<file path="config.mk">
export PLATFORM = sky130hd
export DESIGN_NAME = mf3_window_back
export DESIGN_NICKNAME = d
export VERILOG_FILES = /design/src/sv/mf3_pkg.sv /design/src/sv/mf3_window_back.sv
export SDC_FILE = /design/constraint.sdc
export NUM_CORES = 1
export LEC_CHECK = 0
export BUFFER_PORTS_ARGS = -buffer_cell sky130_fd_sc_hd__buf_2
export CELL_PAD_IN_SITES_DETAIL_PLACEMENT = 0
export CELL_PAD_IN_SITES_GLOBAL_PLACEMENT = 2
export CORE_ASPECT_RATIO = 0.7
export CORE_MARGIN = 5
export CORE_UTILIZATION = 41
export DETAILED_ROUTE_END_ITERATION = 10
export PLACE_DENSITY = 0.9
export SLEW_MARGIN = 20
export SYNTH_ARGS = -nofsm -noshare
export SYNTH_HDL_FRONTEND = slang
export SYNTH_SLANG_ARGS = --single-unit
</file>
<file path="constraint.sdc">
create_clock -name clk -period 38.3 [get_ports clk]
set_input_delay 3.83 -clock clk [delete_from_list [all_inputs] [get_ports clk]]
set_output_delay 3.83 -clock clk [all_outputs]
set_load 0.1 [all_outputs]
</file>
<file path="src/sv/mf3_pkg.sv">
`timescale 1ns / 1ps
// ----------------------------------------------------------------------------
// mf3_pkg: shared types, constants and sort helpers
// Column and queue entry types, command and register codes, and the small
// min/max networks used by the 3x3 median datapath.
// ----------------------------------------------------------------------------
package mf3_pkg;

  localparam int PIX_W       = 8;
  localparam int FW_W        = 11;  // frame_width register
  localparam int FH_W        = 12;  // frame_height register
  localparam int CFG_W       = 12;  // widest register
  localparam int CFG_IDX_W   = 1;
  localparam int QUEUE_DEPTH = 4;
  localparam int QPTR_W      = 2;
  localparam int QCNT_W      = 3;

  localparam logic CMD_PIXEL = 1'b0;
  localparam logic CMD_DRAIN = 1'b1;

  localparam logic [CFG_IDX_W-1:0] REG_FRAME_WIDTH  = 1'b0;
  localparam logic [CFG_IDX_W-1:0] REG_FRAME_HEIGHT = 1'b1;

  typedef logic [PIX_W-1:0] pix_t;

  // one sorted column of three pixels
  typedef struct packed {
    pix_t lo;
    pix_t mid;
    pix_t hi;
  } col_t;

  // one column handed from the front to the back
  typedef struct packed {
    col_t col;
    logic first_col;  // left edge: column fills left and center slots
    logic last_col;   // right edge: second result for the rightmost center
    logic frame_end;  // final column of the drain
  } qent_t;

  function automatic pix_t min2(pix_t a, pix_t b);
    return (a < b) ? a : b;
  endfunction

  function automatic pix_t max2(pix_t a, pix_t b);
    return (a > b) ? a : b;
  endfunction

  function automatic pix_t med3(pix_t a, pix_t b, pix_t c);
    return max2(min2(a, b), min2(max2(a, b), c));
  endfunction

  function automatic col_t sort3(pix_t a, pix_t b, pix_t c);
    col_t s;
    s.lo  = min2(min2(a, b), c);
    s.mid = med3(a, b, c);
    s.hi  = max2(max2(a, b), c);
    return s;
  endfunction

  // median of nine from three sorted columns
  function automatic pix_t win_med(col_t l, col_t m, col_t r);
    return med3(max2(max2(l.lo, m.lo), r.lo),
                med3(l.mid, m.mid, r.mid),
                min2(min2(l.hi, m.hi), r.hi));
  endfunction

endpackage

</file>
<file path="src/sv/mf3_window_back.sv">
`timescale 1ns / 1ps
// ----------------------------------------------------------------------------
// mf3_window_back: sliding window and result output
// Keeps the left and center sorted columns, forms up to two medians per
// column and delivers them through an output register and a spare slot.
// ----------------------------------------------------------------------------
module mf3_window_back (
  input  logic                        clk,
  input  logic                        rst,
  input  logic                        head_valid,
  input  mf3_pkg::qent_t              head,
  output logic                        pop,
  output logic                        out_valid,
  input  logic                        out_ready,
  output logic [mf3_pkg::PIX_W-1:0]   median_out,
  output logic                        frame_last
);
  import mf3_pkg::*;

  col_t win_l, win_m, nxt_l, nxt_m;
  pix_t res_a, res_b;
  logic slot_free;

  // second result of a last column waits here
  logic pend_valid;
  pix_t pend_med;
  logic pend_last;

  assign slot_free = !out_valid || out_ready;
  // a left-edge column that gives no result may enter while the spare leaves
  assign pop       = head_valid && slot_free &&
                     (!pend_valid || (head.first_col && !head.last_col));

  assign res_a = win_med(win_l, win_m, head.col);
  assign nxt_l = head.first_col ? head.col : win_m;
  assign nxt_m = head.col;
  assign res_b = win_med(nxt_l, nxt_m, nxt_m);  // right edge replicated

  always_ff @(posedge clk) begin
    if (rst) begin
      win_l <= '0;
      win_m <= '0;
    end else if (pop) begin
      win_l <= nxt_l;
      win_m <= nxt_m;
    end
  end

  always_ff @(posedge clk) begin
    if (rst) begin
      out_valid  <= 1'b0;
      pend_valid <= 1'b0;
    end else begin
      if (pend_valid && slot_free) begin
        out_valid  <= 1'b1;
        pend_valid <= 1'b0;
      end else if (pop && (!head.first_col || head.last_col)) begin
        out_valid  <= 1'b1;
        pend_valid <= !head.first_col && head.last_col;
      end else if (out_ready) begin
        out_valid <= 1'b0;
      end
    end
  end

  always_ff @(posedge clk) begin
    if (pend_valid && slot_free) begin
      median_out <= pend_med;
      frame_last <= pend_last;
    end else if (pop) begin
      if (!head.first_col) begin
        median_out <= res_a;
        frame_last <= 1'b0;
        pend_med   <= res_b;
        pend_last  <= head.frame_end;
      end else begin
        median_out <= res_b;
        frame_last <= head.frame_end;
      end
    end
  end

  a_pend_behind_out: assert property (@(posedge clk) disable iff (rst)
    pend_valid |-> out_valid)
    else $error("spare result held without an output result");

  a_pend_loaded: assert property (@(posedge clk) disable iff (rst)
    pend_valid && out_ready |=> out_valid && !pend_valid)
    else $error("spare result not moved to output");

endmodule

</file>
==> impl_metrics.prom <==
# TYPE chip_impl_metric gauge
chip_impl_info{name="run_status",value="finished clean"} 1
chip_impl_info{name="hold_end",value="win_m[21]"} 1
chip_impl_metric{name="seq_area_frac_synth",unit="%"} 17.01
chip_impl_metric{name="finalClockSkew",unit="ns"} 0.008126
chip_impl_metric{name="clock_insertion_delay_worst_skew",unit="ns"} 0.35
chip_impl_metric{name="critical_path.max_stage_delay",unit="ns"} 0.75
chip_impl_metric{name="track_usage",unit="%"} 21.70
chip_impl_info{name="rr_startpoint",value="win_m[12]"} 1
chip_impl_metric{name="global_route.usage.met1",unit="%"} 35.02
chip_impl_metric{name="cts.htree.levels",unit=""} 3
chip_impl_info{name="timing.hold.worst.start",value="win_m[21]"} 1
chip_impl_metric{name="final.min_clock_period",unit="ns"} 17.26
chip_impl_metric{name="leakage",unit="nW"} 4.614
chip_impl_metric{name="irDropWorstVdd",unit="mV"} 0.1248
chip_impl_info{name="cts_tree",value="built"} 1
chip_impl_info{name="slowest_stage",value="sky130_fd_sc_hd__a21oi_1"} 1
chip_impl_metric{name="numCtsBuffers",unit=""} 9
chip_impl_metric{name="endpoint_arrival_time_on_the_critical_path",unit="ns"} 17.32
chip_impl_metric{name="grt-ovfl-total",unit=""} 0
chip_impl_metric{name="postRouteWirelength",unit="um"} 27920
chip_impl_info{name="clock-root-buffer",value="sky130_fd_sc_hd__clkbuf_16"} 1
chip_impl_metric{name="number_of_vias_in_the_routed_layout",unit=""} 8588
chip_impl_metric{name="firstDrtPassIters",unit=""} 5
chip_impl_info{name="synth_top_cells_by_count",value="sky130_fd_sc_hd__ha_1, sky130_fd_sc_hd__nor2_1, sky130_fd_sc_hd__a21oi_1"} 1
chip_impl_metric{name="coreArea",unit="um^2"} 21730
chip_impl_metric{name="drive_gt1_share",unit="%"} 11.54
chip_impl_metric{name="detailedPlacementHpwl",unit="um"} 22250
chip_impl_metric{name="io_buffers",unit=""} 41
chip_impl_metric{name="fillerInstances",unit=""} 2189
chip_impl_metric{name="chipWidth",unit="um"} 187.7
chip_impl_metric{name="grt_pass1_wl",unit="um"} 44160
chip_impl_metric{name="async_reset_ff_share",unit="%"} 0
chip_impl_metric{name="layout.nets",unit=""} 1378
chip_impl_info{name="grt_setup_unrepaired",value="false"} 1
chip_impl_metric{name="synth_enable_flop_cells",unit=""} 18
chip_impl_info{name="critical_path.reg2reg.endpoint",value="median_out[2]"} 1
chip_impl_metric{name="rrSetupSlack",unit="ns"} 24.86
chip_impl_metric{name="antennaDiodeCount",unit=""} 0
chip_impl_metric{name="ff2ff_path_depth",unit=""} 54
chip_impl_info{name="startpoint_types",value="input pin"} 1
chip_impl_metric{name="i_o_pin_total",unit=""} 42
chip_impl_metric{name="synth_fp_nets",unit=""} 1359
chip_impl_metric{name="rows",unit=""} 45
chip_impl_metric{name="timing_hold_violations_final",unit=""} 0
chip_impl_metric{name="ys_types",unit=""} 75
chip_impl_metric{name="grt_pass1_vias",unit=""} 7684
chip_impl_metric{name="timing.final.setup_violations",unit=""} 0
chip_impl_metric{name="drc",unit=""} 0
chip_impl_metric{name="die-area",unit="um^2"} 25220
chip_impl_metric{name="path_clk_slew",unit="ns"} 0.07
chip_impl_metric{name="synth_top_area_share",unit="%"} 20.44
chip_impl_metric{name="tritoncts_num_sinks",unit=""} 68
chip_impl_metric{name="postSynthCellCount",unit=""} 1180
chip_impl_metric{name="cp.required",unit="ns"} 38.36
chip_impl_metric{name="post_drt_via_cell_ratio",unit=""} 5.779
chip_impl_metric{name="syn-mean-instance-area",unit="um^2"} 7.678
chip_impl_metric{name="use_met2",unit="%"} 30.78
chip_impl_info{name="worstHoldPathType",value="register to register"} 1
chip_impl_metric{name="cts-hold-fix-buffers",unit=""} 0
chip_impl_metric{name="utilization",unit="%"} 45.25
chip_impl_metric{name="postSynthRegisterBits",unit=""} 68
chip_impl_metric{name="dr.first_iter.drc_count",unit=""} 736
chip_impl_metric{name="worst_hold_slack",unit="ns"} 0.4640
chip_impl_metric{name="cts.repair_timing.setup_buffer_count",unit=""} 0
chip_impl_metric{name="globalplace.congestion",unit=""} 0.9143
chip_impl_metric{name="max_slew_margin",unit="%"} 26.85
chip_impl_metric{name="met3_usage",unit="%"} 2.653
chip_impl_info{name="dominantRegCellSynth",value="sky130_fd_sc_hd__dfxtp_1"} 1
chip_impl_info{name="grt_most_used_layer",value="met1"} 1
chip_impl_metric{name="detail_route.wl_per_cell",unit="um"} 18.79
chip_impl_metric{name="synth.yosys.warnings",unit=""} 0
chip_impl_metric{name="crit_fanout",unit=""} 50
chip_impl_info{name="synth_top_area_cell",value="sky130_fd_sc_hd__ha_1"} 1
chip_impl_metric{name="timing.max_cap.violations",unit=""} 0
chip_impl_metric{name="grt_antenna_before_repair",unit=""} 0
chip_impl_info{name="type_of_the_setup_path_with_the_least_slack",value="input pin to register"} 1
chip_impl_metric{name="grt_start_max_net_pins",unit=""} 60
chip_impl_info{name="synth_top_cells_by_area",value="sky130_fd_sc_hd__ha_1, sky130_fd_sc_hd__dfxtp_1, sky130_fd_sc_hd__mux2i_1"} 1
chip_impl_metric{name="setup-tns-final",unit="ns"} 0
chip_impl_metric{name="flow.area_growth_from_synthesis",unit="%"} 8.549
chip_impl_metric{name="post_cts.resized_instances",unit=""} 0
chip_impl_metric{name="clk_path_buf_depth",unit=""} 2
chip_impl_metric{name="chipHeight",unit="um"} 134.4
chip_impl_info{name="critical_path.endpoint_type",value="register"} 1
chip_impl_metric{name="tightest_pin_transition",unit="ns"} 1.083
chip_impl_metric{name="post-route-period-util",unit="%"} 45.07
chip_impl_metric{name="route.antenna.remaining_nets",unit=""} 0
chip_impl_info{name="library_cell_with_the_highest_instance_count_after_synthesis",value="sky130_fd_sc_hd__ha_1"} 1
chip_impl_metric{name="effective_utilization_at_floorplan",unit="%"} 41.69
chip_impl_metric{name="fmaxAchievable",unit="MHz"} 57.93
chip_impl_metric{name="timing.hold.worst_path_depth",unit=""} 2
chip_impl_info{name="setup.worst_path.start",value="head[2]"} 1
chip_impl_metric{name="final-max-slew-violation-count",unit=""} 0
chip_impl_metric{name="post_syn_area",unit="um^2"} 9060
chip_impl_metric{name="power.density_cell_area",unit="nW/um^2"} 93.78
## critical path: cells and delay by family
| kind | cells | cell delay [ns] |
|---|---|---|
| adder cells (fa/ha/maj) | 6 | 1.76 |
| AO/OA/AOI/OAI | 29 | 6.92 |
| AND/OR/NAND/NOR | 12 | 1.95 |
| buffers and inverters | 5 | 1.26 |
| multiplexers | 4 | 1.58 |
## cell families (layout without fill, tap and decap cells)
kind of cell	Yosys count	count (layout)	share of synthesized area, %
AO/OA/AOI/OAI	357	357	26.18
XOR/XNOR	2	2	0.1934
flip-flops	68	68	17.01
buffers and inverters	153	177	6.352
AND/OR/NAND/NOR	346	346	17.43
adder cells (fa/ha/maj)	148	148	20.44
multiplexers	106	106	12.39
## sequential cells by signal, indices dropped and copies added, names as in the netlist
| register | flops |
|---|---|
| win_l | 24 |
| win_m | 24 |
| median_out | 8 |
| pend_med | 8 |
| frame_last | 1 |
| out_valid | 1 |
| pend_last | 1 |
| pend_valid | 1 |
## report_power, final
part	internal [W]	switching, W	total [W]
sequential	0.000105	0.00000630	0.000111
clock	0.0000506	0.0000368	0.0000875
combinational	0.000270	0.000454	0.000724
## layer usage
metal	share of wire, %	wire length, um	up-vias
met5	0	0	-
met2	40	11190	206
met1	55	15230	4017
met3	4.6	1298	16
met4	0.74	206	0
li1	-	-	4349
## layout by cell type, fill, tap and decap left out, types with 3 or more instances in the layout
master,Yosys,final
sky130_fd_sc_hd__ha_1,148,148
sky130_fd_sc_hd__nor2_1,116,116
sky130_fd_sc_hd__and3_1,9,9
sky130_fd_sc_hd__edfxtp_1,18,18
sky130_fd_sc_hd__a22oi_1,3,3
sky130_fd_sc_hd__nand4_1,16,16
sky130_fd_sc_hd__nor2b_1,15,15
sky130_fd_sc_hd__dfxtp_1,50,50
sky130_fd_sc_hd__a21boi_0,3,3
sky130_fd_sc_hd__nand2b_1,11,11
sky130_fd_sc_hd__a31oi_1,12,11
sky130_fd_sc_hd__a21oi_1,110,110
sky130_fd_sc_hd__inv_1,109,109
sky130_fd_sc_hd__o21ai_1,3,3
sky130_fd_sc_hd__a211o_1,3,3
sky130_fd_sc_hd__o21ai_2,3,3
sky130_fd_sc_hd__o21a_1,22,22
sky130_fd_sc_hd__mux2i_1,60,60
sky130_fd_sc_hd__or3_1,3,3
sky130_fd_sc_hd__buf_2,1,41
sky130_fd_sc_hd__clkbuf_16,0,9
sky130_fd_sc_hd__a221oi_1,6,6
sky130_fd_sc_hd__and2_1,8,8
sky130_fd_sc_hd__o211ai_1,8,8
sky130_fd_sc_hd__a21o_1,42,42
sky130_fd_sc_hd__buf_4,0,9
sky130_fd_sc_hd__nor3_1,28,28
sky130_fd_sc_hd__a2111oi_0,4,4
sky130_fd_sc_hd__o22ai_1,4,4
sky130_fd_sc_hd__or2_2,7,7
sky130_fd_sc_hd__nand2_1,103,103
sky130_fd_sc_hd__a31o_2,3,3
sky130_fd_sc_hd__o21bai_1,3,3
sky130_fd_sc_hd__o21ai_0,64,64
sky130_fd_sc_hd__a211oi_1,27,27
sky130_fd_sc_hd__nand3_1,22,22
sky130_fd_sc_hd__mux2_2,45,45
sky130_fd_sc_hd__clkinvlp_4,0,3
## worst max-delay path by stage
stage / slack [ns] / cells past startpoint / end
5_1_grt: 19.71 / 55 / median_out[6]
3_5_place_dp: 20.84 / 55 / median_out[2]
3_3_place_gp: 21.20 / 54 / median_out[2]
4_1_cts: 21.14 / 56 / median_out[6]
2_1_floorplan: 22.35 / 59 / median_out[2]
6_report: 21.04 / 56 / median_out[2]
## metrics by stage
step	cell area, um^2	total power (W)	setup slack [ns]	instances
after CTS	9827	0.0009169	21.14	1486
after detailed placement	9527	0.0008238	20.84	1470
after floorplan	9060	0.0006585	22.35	1180
after global routing	9834	0.001010	19.71	1486
final	9834	0.0009223	21.04	1486
after global placement	9527	0.0008193	21.20	1470
## layout make-up
cell class / count / area (um^2) / share of cell area [%]
sequential: 68 / 1541 / 15.67
clock buffer: 9 / 225.2 / 2.290
timing repair buffer: 50 / 272.8 / 2.774
tap: 282 / 352.8 / 3.588
clock inverter: 7 / 75.07 / 0.7634
multi-input combinational: 959 / 6949 / 70.66
inverter: 111 / 417.9 / 4.249
(Power assumes the default switching activity.)
