--- src/sv/mf3_pkg.sv ---
`timescale 1ns / 1ps
// ----------------------------------------------------------------------------
// mf3_pkg: shared types, constants and sort helpers
// Column and queue entry types, command and register codes, and the small
// min/max networks used by the 3x3 median datapath.
// ----------------------------------------------------------------------------
package mf3_pkg;

  localparam int PIX_W       = 8;
  localparam int FW_W        = 11;  // frame_width register
  localparam int FH_W        = 12;  // frame_height register
  localparam int CFG_W       = 12;  // widest register
  localparam int CFG_IDX_W   = 1;
  localparam int QUEUE_DEPTH = 4;
  localparam int QPTR_W      = 2;
  localparam int QCNT_W      = 3;

  localparam logic CMD_PIXEL = 1'b0;
  localparam logic CMD_DRAIN = 1'b1;

  localparam logic [CFG_IDX_W-1:0] REG_FRAME_WIDTH  = 1'b0;
  localparam logic [CFG_IDX_W-1:0] REG_FRAME_HEIGHT = 1'b1;

  typedef logic [PIX_W-1:0] pix_t;

  // one sorted column of three pixels
  typedef struct packed {
    pix_t lo;
    pix_t mid;
    pix_t hi;
  } col_t;

  // one column handed from the front to the back
  typedef struct packed {
    col_t col;
    logic first_col;  // left edge: column fills left and center slots
    logic last_col;   // right edge: second result for the rightmost center
    logic frame_end;  // final column of the drain
  } qent_t;

  function automatic pix_t min2(pix_t a, pix_t b);
    return (a < b) ? a : b;
  endfunction

  function automatic pix_t max2(pix_t a, pix_t b);
    return (a > b) ? a : b;
  endfunction

  function automatic pix_t med3(pix_t a, pix_t b, pix_t c);
    return max2(min2(a, b), min2(max2(a, b), c));
  endfunction

  function automatic col_t sort3(pix_t a, pix_t b, pix_t c);
    col_t s;
    s.lo  = min2(min2(a, b), c);
    s.mid = med3(a, b, c);
    s.hi  = max2(max2(a, b), c);
    return s;
  endfunction

  // median of nine from three sorted columns
  function automatic pix_t win_med(col_t l, col_t m, col_t r);
    return med3(max2(max2(l.lo, m.lo), r.lo),
                med3(l.mid, m.mid, r.mid),
                min2(min2(l.hi, m.hi), r.hi));
  endfunction

endpackage

--- src/sv/mf3_col_queue.sv ---
`timescale 1ns / 1ps
// ----------------------------------------------------------------------------
// mf3_col_queue: short column queue between front and back
// Small first-in first-out buffer of sorted columns with a fill level.
// ----------------------------------------------------------------------------
module mf3_col_queue (
  input  logic                        clk,
  input  logic                        rst,
  input  logic                        push,
  input  mf3_pkg::qent_t              push_data,
  input  logic                        pop,
  output logic                        head_valid,
  output mf3_pkg::qent_t              head,
  output logic [mf3_pkg::QCNT_W-1:0]  level
);
  import mf3_pkg::*;

  qent_t             slots [QUEUE_DEPTH];
  logic [QPTR_W-1:0] wr_ptr, rd_ptr;
  logic [QCNT_W-1:0] count;

  always_ff @(posedge clk) begin
    if (rst) begin
      wr_ptr <= '0;
      rd_ptr <= '0;
      count  <= '0;
    end else begin
      if (push) begin
        wr_ptr <= wr_ptr + QPTR_W'(1);
      end
      if (pop) begin
        rd_ptr <= rd_ptr + QPTR_W'(1);
      end
      count <= count + QCNT_W'(push) - QCNT_W'(pop);
    end
  end

  always_ff @(posedge clk) begin
    if (push) begin
      slots[wr_ptr] <= push_data;
    end
  end

  assign head_valid = (count != '0);
  assign head       = slots[rd_ptr];
  assign level      = count;

  a_no_overflow: assert property (@(posedge clk) disable iff (rst)
    push |-> (count < QCNT_W'(QUEUE_DEPTH)))
    else $error("column queue overflow");

  a_no_underflow: assert property (@(posedge clk) disable iff (rst)
    pop |-> head_valid)
    else $error("column queue underflow");

endmodule

--- config.mk ---
export PLATFORM = sky130hd
export DESIGN_NAME = mf3_col_queue
export DESIGN_NICKNAME = d
export VERILOG_FILES = /design/src/sv/mf3_pkg.sv /design/src/sv/mf3_col_queue.sv
export SDC_FILE = /design/constraint.sdc
export NUM_CORES = 1
export LEC_CHECK = 0
export BUFFER_PORTS_ARGS = -buffer_cell sky130_fd_sc_hd__buf_4
export CAP_MARGIN = 5
export CORE_ASPECT_RATIO = 1.4
export CORE_MARGIN = 4
export CORE_UTILIZATION = 40
export CTS_CLUSTER_SIZE = 40
export DETAILED_ROUTE_END_ITERATION = 6
export PLACE_DENSITY_LB_ADDON = 0.08
export REMOVE_ABC_BUFFERS = 1
export SYNTH_ARGS = -nofsm -noshare
export SYNTH_HDL_FRONTEND = slang
export SYNTH_SLANG_ARGS = --single-unit
--- constraint.sdc ---
create_clock -name clk -period 2.35 [get_ports clk]
set_input_delay 0.47 -clock clk [delete_from_list [all_inputs] [get_ports clk]]
set_output_delay 0.47 -clock clk [all_outputs]
set_load 0.005 [all_outputs]
==> results of run 1 <==
-- cells by family (layout without fill, tap and decap cells) --
| group | after synthesis | after routing | synth area share, % |
|---|---|---|---|
| DFF | 117 | 117 | 78.2 |
| adders and majority gates | 7 | 7 | 2.17 |
| xor gates and xnor gates | 3 | 3 | 0.943 |
| muxes | 28 | 28 | 14.7 |
| AOI/OAI and AO/OA | 2 | 2 | 0.343 |
| buffers and inverters | 12 | 106 | 2.03 |
| and+or+nand+nor | 13 | 13 | 1.60 |
-- layer usage --
layer / routed length, um / global-route usage [%]
met1: 2870 / 15.2
met2: 3850 / 20.0
met3: 516 / 6.57
met4: 89 / 4.21
met5: 0 / 0
-- power by group through the flow --
stage	Sequential [mW]	Clock, mW	Combinational, mW
3_5_place_dp	2.47	0	0.549
2_1_floorplan	2.49	0	0.234
3_3_place_gp	2.47	0	0.545
5_1_grt	2.44	2.71	0.592
6_report	2.43	2.56	0.531
4_1_cts	2.43	2.61	0.551
-- placed cells by master (no fill, tap or decap), types with 2 or more instances in the layout --
master	instances
and2_2	4
buf_12	4
buf_4	65
bufinv_16	4
clkbuf_16	17
clkinv_1	3
clkinv_2	5
dfxtp_1	8
edfxtp_1	108
ha_1	6
inv_1	6
mux4_1	7
mux4_2	20
nor2_1	5
nor2b_1	2
xnor2_1	2
-- how the worst min path moves through the flow --
stage,startpoint,to,depth (start not counted)
after floorplan,rd_ptr[1]$_SDFFE_PP0P_,register,2
after global placement,rd_ptr[1]$_SDFFE_PP0P_,rd_ptr[1]$_SDFFE_PP0P_,2
after detailed placement,rd_ptr[1]$_SDFFE_PP0P_,register,2
after CTS,push_data[2],slots[2][2]$_DFFE_PP_,1
after global routing,push_data[3],slots[0][3]$_DFFE_PP_,1
final,push_data[2],slots[1][2]$_DFFE_PP_,1
-- through the flow --
step	cells	setup slack, ns
after floorplan	176	0.000956
after global routing	414	0.0129
after CTS	414	0.0676
after detailed placement	383	0.498
after global placement	383	0.499
final	414	0.119
-- worst max-delay path, stage by stage (launching register included) --
cell     delay [ns]
dfxtp_2        0.32
buf_4          0.28
mux4_1         0.61
buf_4          0.15
-- layout make-up --
cell class | count | area [um^2] | area share [%]
clock buffer | 18 | 429 | 7.59
clock inverter | 13 | 164 | 2.90
inverter | 6 | 22.5 | 0.398
multi-input combinational | 53 | 871 | 15.4
sequential | 117 | 3420 | 60.6
tap | 138 | 173 | 3.06
timing repair buffer | 69 | 568 | 10.1
-- sequential cells by signal (all words and copies together), names as in the netlist, named ones only --
register / flops
rd_ptr: 2
level: 3
slots: 108
wr_ptr: 2
==> run summary, run 1 <==
Setup Fix Bufs, Post-CTS -> 0
#FFs+latches synth -> 117
RSZ-0062 raised after global routing -> no
Min-Delay Path Class -> in -> reg
WP data arrival -> 1.76 ns
Area contributors post-synth -> edfxtp_1, mux4_2, mux4_1
switching pwr -> 1.07 mW
Post-synth EDFFs -> 108
leakage -> 2.01 nW
crit path kind -> reg -> out
worst-skew pair later-pin latency -> 0.40 ns
Pins Over Slew Limit -> 0
H-tree level count -> 4
fraction of layout cells with a size suffix above 1 -> 44.2%
FILL cells -> 812
most common cell in the netlist -> edfxtp_1
post-route setup TNS -> 0 ns
I/O Buffers -> 61
wire length of the first global-routing pass -> 11600 um
Finished Core Util -> 53.7%
fin crit share -> 94.9%
setup violators final -> 0
Seq pwr share -> 44.1%
Hold Buf Count CTS -> 0
Area Overhead vs Synth -> 29.1%
DRT Wirelength -> 7320 um
DR iter-0 viols -> 88
worst flop-to-flop path startpoint -> level[0]$_SDFF_PP0_
Starting Density -> 41.6%
Sink Count -> 117
Post-route DRC -> 0
DR vias -> 2004
CP Capture Type -> primary output
Startpoint Class -> register
reg2reg setup slack -> 0.75 ns
Inserted Clock Buffers -> 17
Final Hold Fails -> 0
Cell Rows -> 44
Worst EP required -> 1.88 ns
Reg2Reg Depth -> 7
Yosys cell types -> 20
largest net degree at the start of global routing -> 28
TritonCTS clock tree -> built
sw frac -> 19.3%
min cycle time layout -> 2.23 ns
cells after synthesis -> 182
Die W -> 96.4 um
Async SR Flop Fraction -> 0%
Via-to-Cell Ratio -> 4.84
VDD IR max -> 0.497 mV
NumNets Final -> 302
maxcap violations -> 0
area post-placement -> 5060 um^2
remaining global-route overflow -> 0
Seq/Total Area, Yosys -> 78.2%
I/O Pins -> 62
DR pass1 iterations -> 4
Synth Flop Type -> edfxtp_1
initial antenna violation count -> 0
Worst Skew -> 0.00598 ns
synth cell count leaders -> edfxtp_1, mux4_2, dfxtp_1, mux4_1
Mapped Avg Cell Area -> 24.1 um^2
clock power share -> 46.3%
worst setup path end -> head[0]
antenna-violating nets left -> 0
Internal Power -> 4.45 mW
Slew @ Worst Pin -> 0.406 ns
post-synth top area cell -> edfxtp_1
outcome -> complete, no violations
Core Region -> 10500 um^2
Root Driver -> clkbuf_16
FF-to-FF End -> level[2]$_SDFF_PP0_
Power Total -> 5.52 mW
Clock Path Buffers -> 2
HPWL after DPL -> 4540 um
Yosys top cell area share -> 74.1%
worst-path fanout max -> 14
Comb power frac -> 9.6%
Cell Area, Synth -> 4380 um^2
wire length per cell -> 17.7 um
routability cong. -> 0.667
post_cts resized -> 0
die area -> 12700 um^2
Fmax achieved -> 448 MHz
yosys warns -> 0
hold slack -> 0.269 ns
die height -> 132 um
power per cell area -> 976 nW/um^2
GRT Util Overall -> 12.8%
worst rel slew slack -> 72.9%
design area -> 5650 um^2
vias in the first global route -> 2213
Diodes inserted -> 0
CTS clk-pin slew, worst paths -> 0.05 ns
(Power assumes the default switching activity.)
==> inputs of run 2 (changes only) <==
- ABC_AREA: default -> 1
- RECOVER_POWER: default -> 50
==> run 2 against run 1 <==
Setup slack better by 0.12 ns. Final area up 5.2%. Clock skew down 0.00061 ns. Utilization down 3.2 points.
==> run summary, run 2 <==
Startpoint Class -> register
Pins Over Slew Limit -> 0
DR pass1 iterations -> 4
CP Capture Type -> primary output
antenna-violating nets left -> 0
remaining global-route overflow -> 0
Critical Path Most Common Cell -> nand2_1
cells after synthesis -> 370
NumNets Final -> 479
vias in the first global route -> 2756
post_cts resized -> 0
Slew @ Worst Pin -> 0.826 ns
slowest stage cell on the critical path -> dfxtp_4
wire length of the first global-routing pass -> 13500 um
FILL cells -> 1046
H-tree level count -> 4
worst rel slew slack -> 44.9%
Hold Buf Count CTS -> 0
fraction of layout cells with a size suffix above 1 -> 20.7%
Area contributors post-synth -> edfxtp_1, inv_1, o211ai_2
Starting Density -> 40.6%
most frequent cells in the layout -> edfxtp_1, inv_1, nand2_1
Worst path max stage delay -> 0.58 ns
WP data arrival -> 1.64 ns
design area -> 5950 um^2
Comb power frac -> 8.8%
Post-synth EDFFs -> 108
most common cell in the netlist -> edfxtp_1
outcome -> complete, no violations
Internal Power -> 4.46 mW
Die W -> 100 um
maxcap violations -> 0
I/O Pins -> 62
die height -> 137 um
switching pwr -> 1.15 mW
Cell Rows -> 47
die area -> 13800 um^2
GRT Util Overall -> 13.2%
Yosys cell types -> 17
worst-path fanout max -> 41
Core Region -> 11800 um^2
RSZ-0062 raised after global routing -> no
area post-placement -> 5420 um^2
post-synth top area cell -> edfxtp_1
synth cell count leaders -> edfxtp_1, inv_1, nand2_1, a21oi_1, o21ai_0
Worst Skew -> 0.00536 ns
Setup WS pre-CTS -> 0.572 ns
Area Overhead vs Synth -> 24.4%
Final Hold Fails -> 0
Worst EP required -> 1.88 ns
Setup Fix Bufs, Post-CTS -> 0
worst-skew pair later-pin latency -> 0.40 ns
post-route setup TNS -> 0 ns
DR iter-0 viols -> 111
WP buf/inv -> 2
TritonCTS clock tree -> built
clock power share -> 47.8%
sw frac -> 20.5%
wire length per cell -> 14.1 um
routability cong. -> 0.697
final worst setup slack -> 0.235 ns
setup violators final -> 0
non-filler cells, final -> 601
DRT Wirelength -> 8490 um
Post-route DRC -> 0
HPWL after DPL -> 5330 um
Post-Place Cells -> 569
Yosys top cell area share -> 67.8%
Seq/Total Area, Yosys -> 71.6%
delay-heaviest family, CP -> flip-flops
I/O Buffers -> 61
DR vias -> 2765
Async SR Flop Fraction -> 0%
#FFs+latches synth -> 117
CTS clk-pin slew, worst paths -> 0.05 ns
hold slack -> 0.241 ns
Largest register FFs -> 108
power per cell area -> 943 nW/um^2
Min-Delay Path Class -> in -> reg
Clock Path Buffers -> 2
yosys warns -> 0
Inserted Clock Buffers -> 17
leakage -> 2.33 nW
Cell Area, Synth -> 4780 um^2
Fmax achieved -> 473 MHz
Diodes inserted -> 0
Power Total -> 5.61 mW
Sink Count -> 117
Synth Flop Type -> edfxtp_1
initial antenna violation count -> 1
Seq pwr share -> 43.4%
largest reg by FF count -> slots
Via-to-Cell Ratio -> 4.60
min cycle time layout -> 2.11 ns
fin crit share -> 90.0%
Mapped Avg Cell Area -> 12.9 um^2
Finished Core Util -> 50.6%
commonest non-fill, non-tap cell in the layout -> edfxtp_1
crit path kind -> reg -> out
Root Driver -> clkbuf_16
largest net degree at the start of global routing -> 42
VDD IR max -> 0.493 mV
CP cell instances -> buf_12 > nand2_1 > o211ai_1 > nand2_1 > buf_4
==> run 2: kinds of logic (layout without fill, tap and decap cells) <==
family,count (synthesis),count (layout),share of synthesized area (%)
buffers and inverters,88,172,8.06
adders and majority gates,7,7,1.99
and+or+nand+nor,67,67,5.31
DFF,117,117,71.6
AOI/OAI and AO/OA,91,91,13.0
==> run 2: power groups by stage <==
stage | combinational (mW) | sequential [mW] | clock [mW]
floorplan | 0.211 | 2.49 | 0
global placement | 0.515 | 2.47 | 0
detailed placement | 0.530 | 2.48 | 0
CTS | 0.530 | 2.44 | 2.73
global route | 0.561 | 2.44 | 2.84
finish | 0.491 | 2.43 | 2.68
==> run 2: area by class of cell <==
type	instances	area (um^2)	area share, %
inverters	70	263	4.42
flip-flops and latches	117	3430	57.6
repair buffers	70	472	7.93
clock buffers	23	478	8.04
clock inverters	9	150	2.52
multi-input cells	165	972	16.3
well taps	147	184	3.09
==> run 2: worst paths after layout <==
| path | slack [ns] | depth (start not counted) | end | from |
|---|---|---|---|---|
| hold / removal | 0.24 | 2 | level[0]$_SDFF_PP0_ | rst |
| setup reg to reg | 0.73 | 4 | slots[3][15]$_DFFE_PP_ | wr_ptr[0]$_SDFFE_PP0P_ |
| setup / recovery | 0.24 | 5 | head[0] | register |
| hold reg to reg | 0.46 | 2 | register | rd_ptr[1]$_SDFFE_PP0P_ |
==> run 2: per-layer routing <==
metal | GRT usage (%) | vias to the layer above | wire length, um
met5 | 0 | - | 12
met4 | 5.39 | 2 | 114
met3 | 5.72 | 11 | 463
met2 | 21.8 | 45 | 4440
met1 | 14.8 | 1294 | 3450
li1 | - | 1413 | -
==> inputs of run 3 (changes only) <==
- PLACE_DENSITY: default -> 0.66
- PLACE_DENSITY_LB_ADDON: 0.08 -> default
==> run 3 against run 2 <==
Sequential power is essentially flat. Clock-buffer cell count decreased by 2. Sequential share of layout area increased by 0.71 points. Non-clock buffer count increased by 1. Die area stayed put. Critical endpoint is now head[17].
==> run summary, run 3 (same netlist as run 2, synthesis figures left out) <==
outcome -> complete, no violations
Slew @ Worst Pin -> 0.719 ns
leakage -> 2.30 nW
vias in the first global route -> 2878
Setup Fix Bufs, Post-CTS -> 0
Root Driver -> clkbuf_16
area post-placement -> 5410 um^2
hold slack -> 0.234 ns
commonest non-fill, non-tap cell in the layout -> edfxtp_1
GRT Util Overall -> 13.3%
Via-to-Cell Ratio -> 4.73
Hold Path Origin -> rst
Clock Path Buffers -> 2
Worst Skew -> 0.00935 ns
Pins Over Slew Limit -> 0
Fmax achieved -> 462 MHz
WP data arrival -> 1.69 ns
initial antenna violation count -> 0
Largest register FFs -> 108
Core Region -> 11800 um^2
non-filler cells, final -> 602
largest reg by FF count -> slots
worst-skew pair later-pin latency -> 0.41 ns
power per cell area -> 919 nW/um^2
DR iter-0 viols -> 143
H-tree level count -> 4
Cell Rows -> 47
final worst setup slack -> 0.186 ns
CP Capture Type -> primary output
post-route setup TNS -> 0 ns
crit path kind -> reg -> out
Post-Place Cells -> 570
worst rel slew slack -> 52.1%
WHS Path Cells -> 2
DR vias -> 2847
NumNets Final -> 480
routability cong. -> 0.684
Hold Buf Count CTS -> 0
Die W -> 100 um
remaining global-route overflow -> 0
min cycle time layout -> 2.16 ns
setup violators final -> 0
design area -> 5870 um^2
Starting Density -> 40.6%
Final Hold Fails -> 0
fin crit share -> 92.1%
Setup WS pre-CTS -> 0.575 ns
DR pass1 iterations -> 4
CTS clk-pin slew, worst paths -> 0.05 ns
wire length per cell -> 14.4 um
Area Overhead vs Synth -> 22.9%
DRT Wirelength -> 8680 um
hold-critical path endpoint -> level[0]$_SDFF_PP0_
maxcap violations -> 0
post_cts resized -> 0
FF-to-FF End -> slots[0][16]$_DFFE_PP_
RSZ-0062 raised after global routing -> no
Diodes inserted -> 0
I/O Pins -> 62
FILL cells -> 1054
Post-route DRC -> 0
Min-Delay Path Class -> in -> reg
VDD IR max -> 0.499 mV
die area -> 13800 um^2
die height -> 137 um
most frequent cells in the layout -> edfxtp_1, inv_1, nand2_1
TritonCTS clock tree -> built
Reg2Reg Depth -> 5
largest net degree at the start of global routing -> 45
Sink Count -> 117
fraction of layout cells with a size suffix above 1 -> 20.0%
worst-path fanout max -> 44
reg2reg setup slack -> 0.72 ns
Worst EP required -> 1.88 ns
wire length of the first global-routing pass -> 13600 um
antenna-violating nets left -> 0
I/O Buffers -> 61
HPWL after DPL -> 5540 um
worst flop-to-flop path startpoint -> wr_ptr[0]$_SDFFE_PP0P_
Startpoint Class -> register
Inserted Clock Buffers -> 17
==> run 3: changes by cell type in the layout (fill, tap and decap cells not counted) <==
cell / previous run / this run
buf_4: 35 / 41
clkbuf_4: 3 / 0
clkbuf_8: 3 / 0
buf_12: 4 / 2
clkbuf_1: 30 / 32
clkinv_1: 0 / 2
bufinv_16: 4 / 3
clkbuf_2: 1 / 0
clkinv_2: 3 / 4
clkinv_4: 0 / 1
clkinvlp_4: 2 / 1
==> run 3: cell type report <==
type,count,area (um^2),area share (%)
Clock inverter,11,134,2.28
Sequential cell,117,3430,58.4
Multi-Input combinational cell,165,972,16.5
Tap cell,147,184,3.13
Inverter,70,263,4.47
Clock buffer,21,440,7.50
Timing Repair Buffer,71,453,7.71
==> run 3: report_power, final <==
| group | internal (mW) | leakage, nW | switching [mW] | total [mW] |
|---|---|---|---|---|
| Combinational | 0.216 | 0.954 | 0.278 | 0.494 |
| Sequential | 2.38 | 1.07 | 0.0449 | 2.43 |
| Clock | 1.65 | 0.280 | 0.827 | 2.48 |
| Total | 4.25 | 2.30 | 1.15 | 5.40 |
==> run 3: critical path, stage by stage (launching register included) <==
cell and delay (ns):
dfxtp_4 0.58, buf_12 0.26, a21oi_1 0.09, o21ai_0 0.09
nand2_1 0.09, buf_4 0.14
==> run 3: routing by layer <==
metal  global-route usage [%]  share of wire, %
met5                        0                 0
met4                     7.72               2.3
met3                     4.56               4.7
met2                     23.3                54
met1                     13.8                39
==> run 3: worst max path at each step <==
| stage | startpoint | to | slack (ns) | cells after the start |
|---|---|---|---|---|
| 2_1_floorplan | register | head[0] | -0.70 | 2 |
| 3_3_place_gp | pop | level[2]$_SDFF_PP0_ | 0.59 | 7 |
| 3_5_place_dp | pop | level[2]$_SDFF_PP0_ | 0.58 | 7 |
| 4_1_cts | register | head[17] | 0.14 | 5 |
| 5_1_grt | register | head[15] | 0.05 | 5 |
| 6_report | register | head[17] | 0.19 | 5 |
==> run 3: through the flow <==
step	utilization (%)	power, mW
after floorplan	-	2.71
after global placement	46.0	2.98
final	49.9	5.40
after detailed placement	46.0	2.99
after CTS	50.8	5.49
after global routing	49.9	5.62
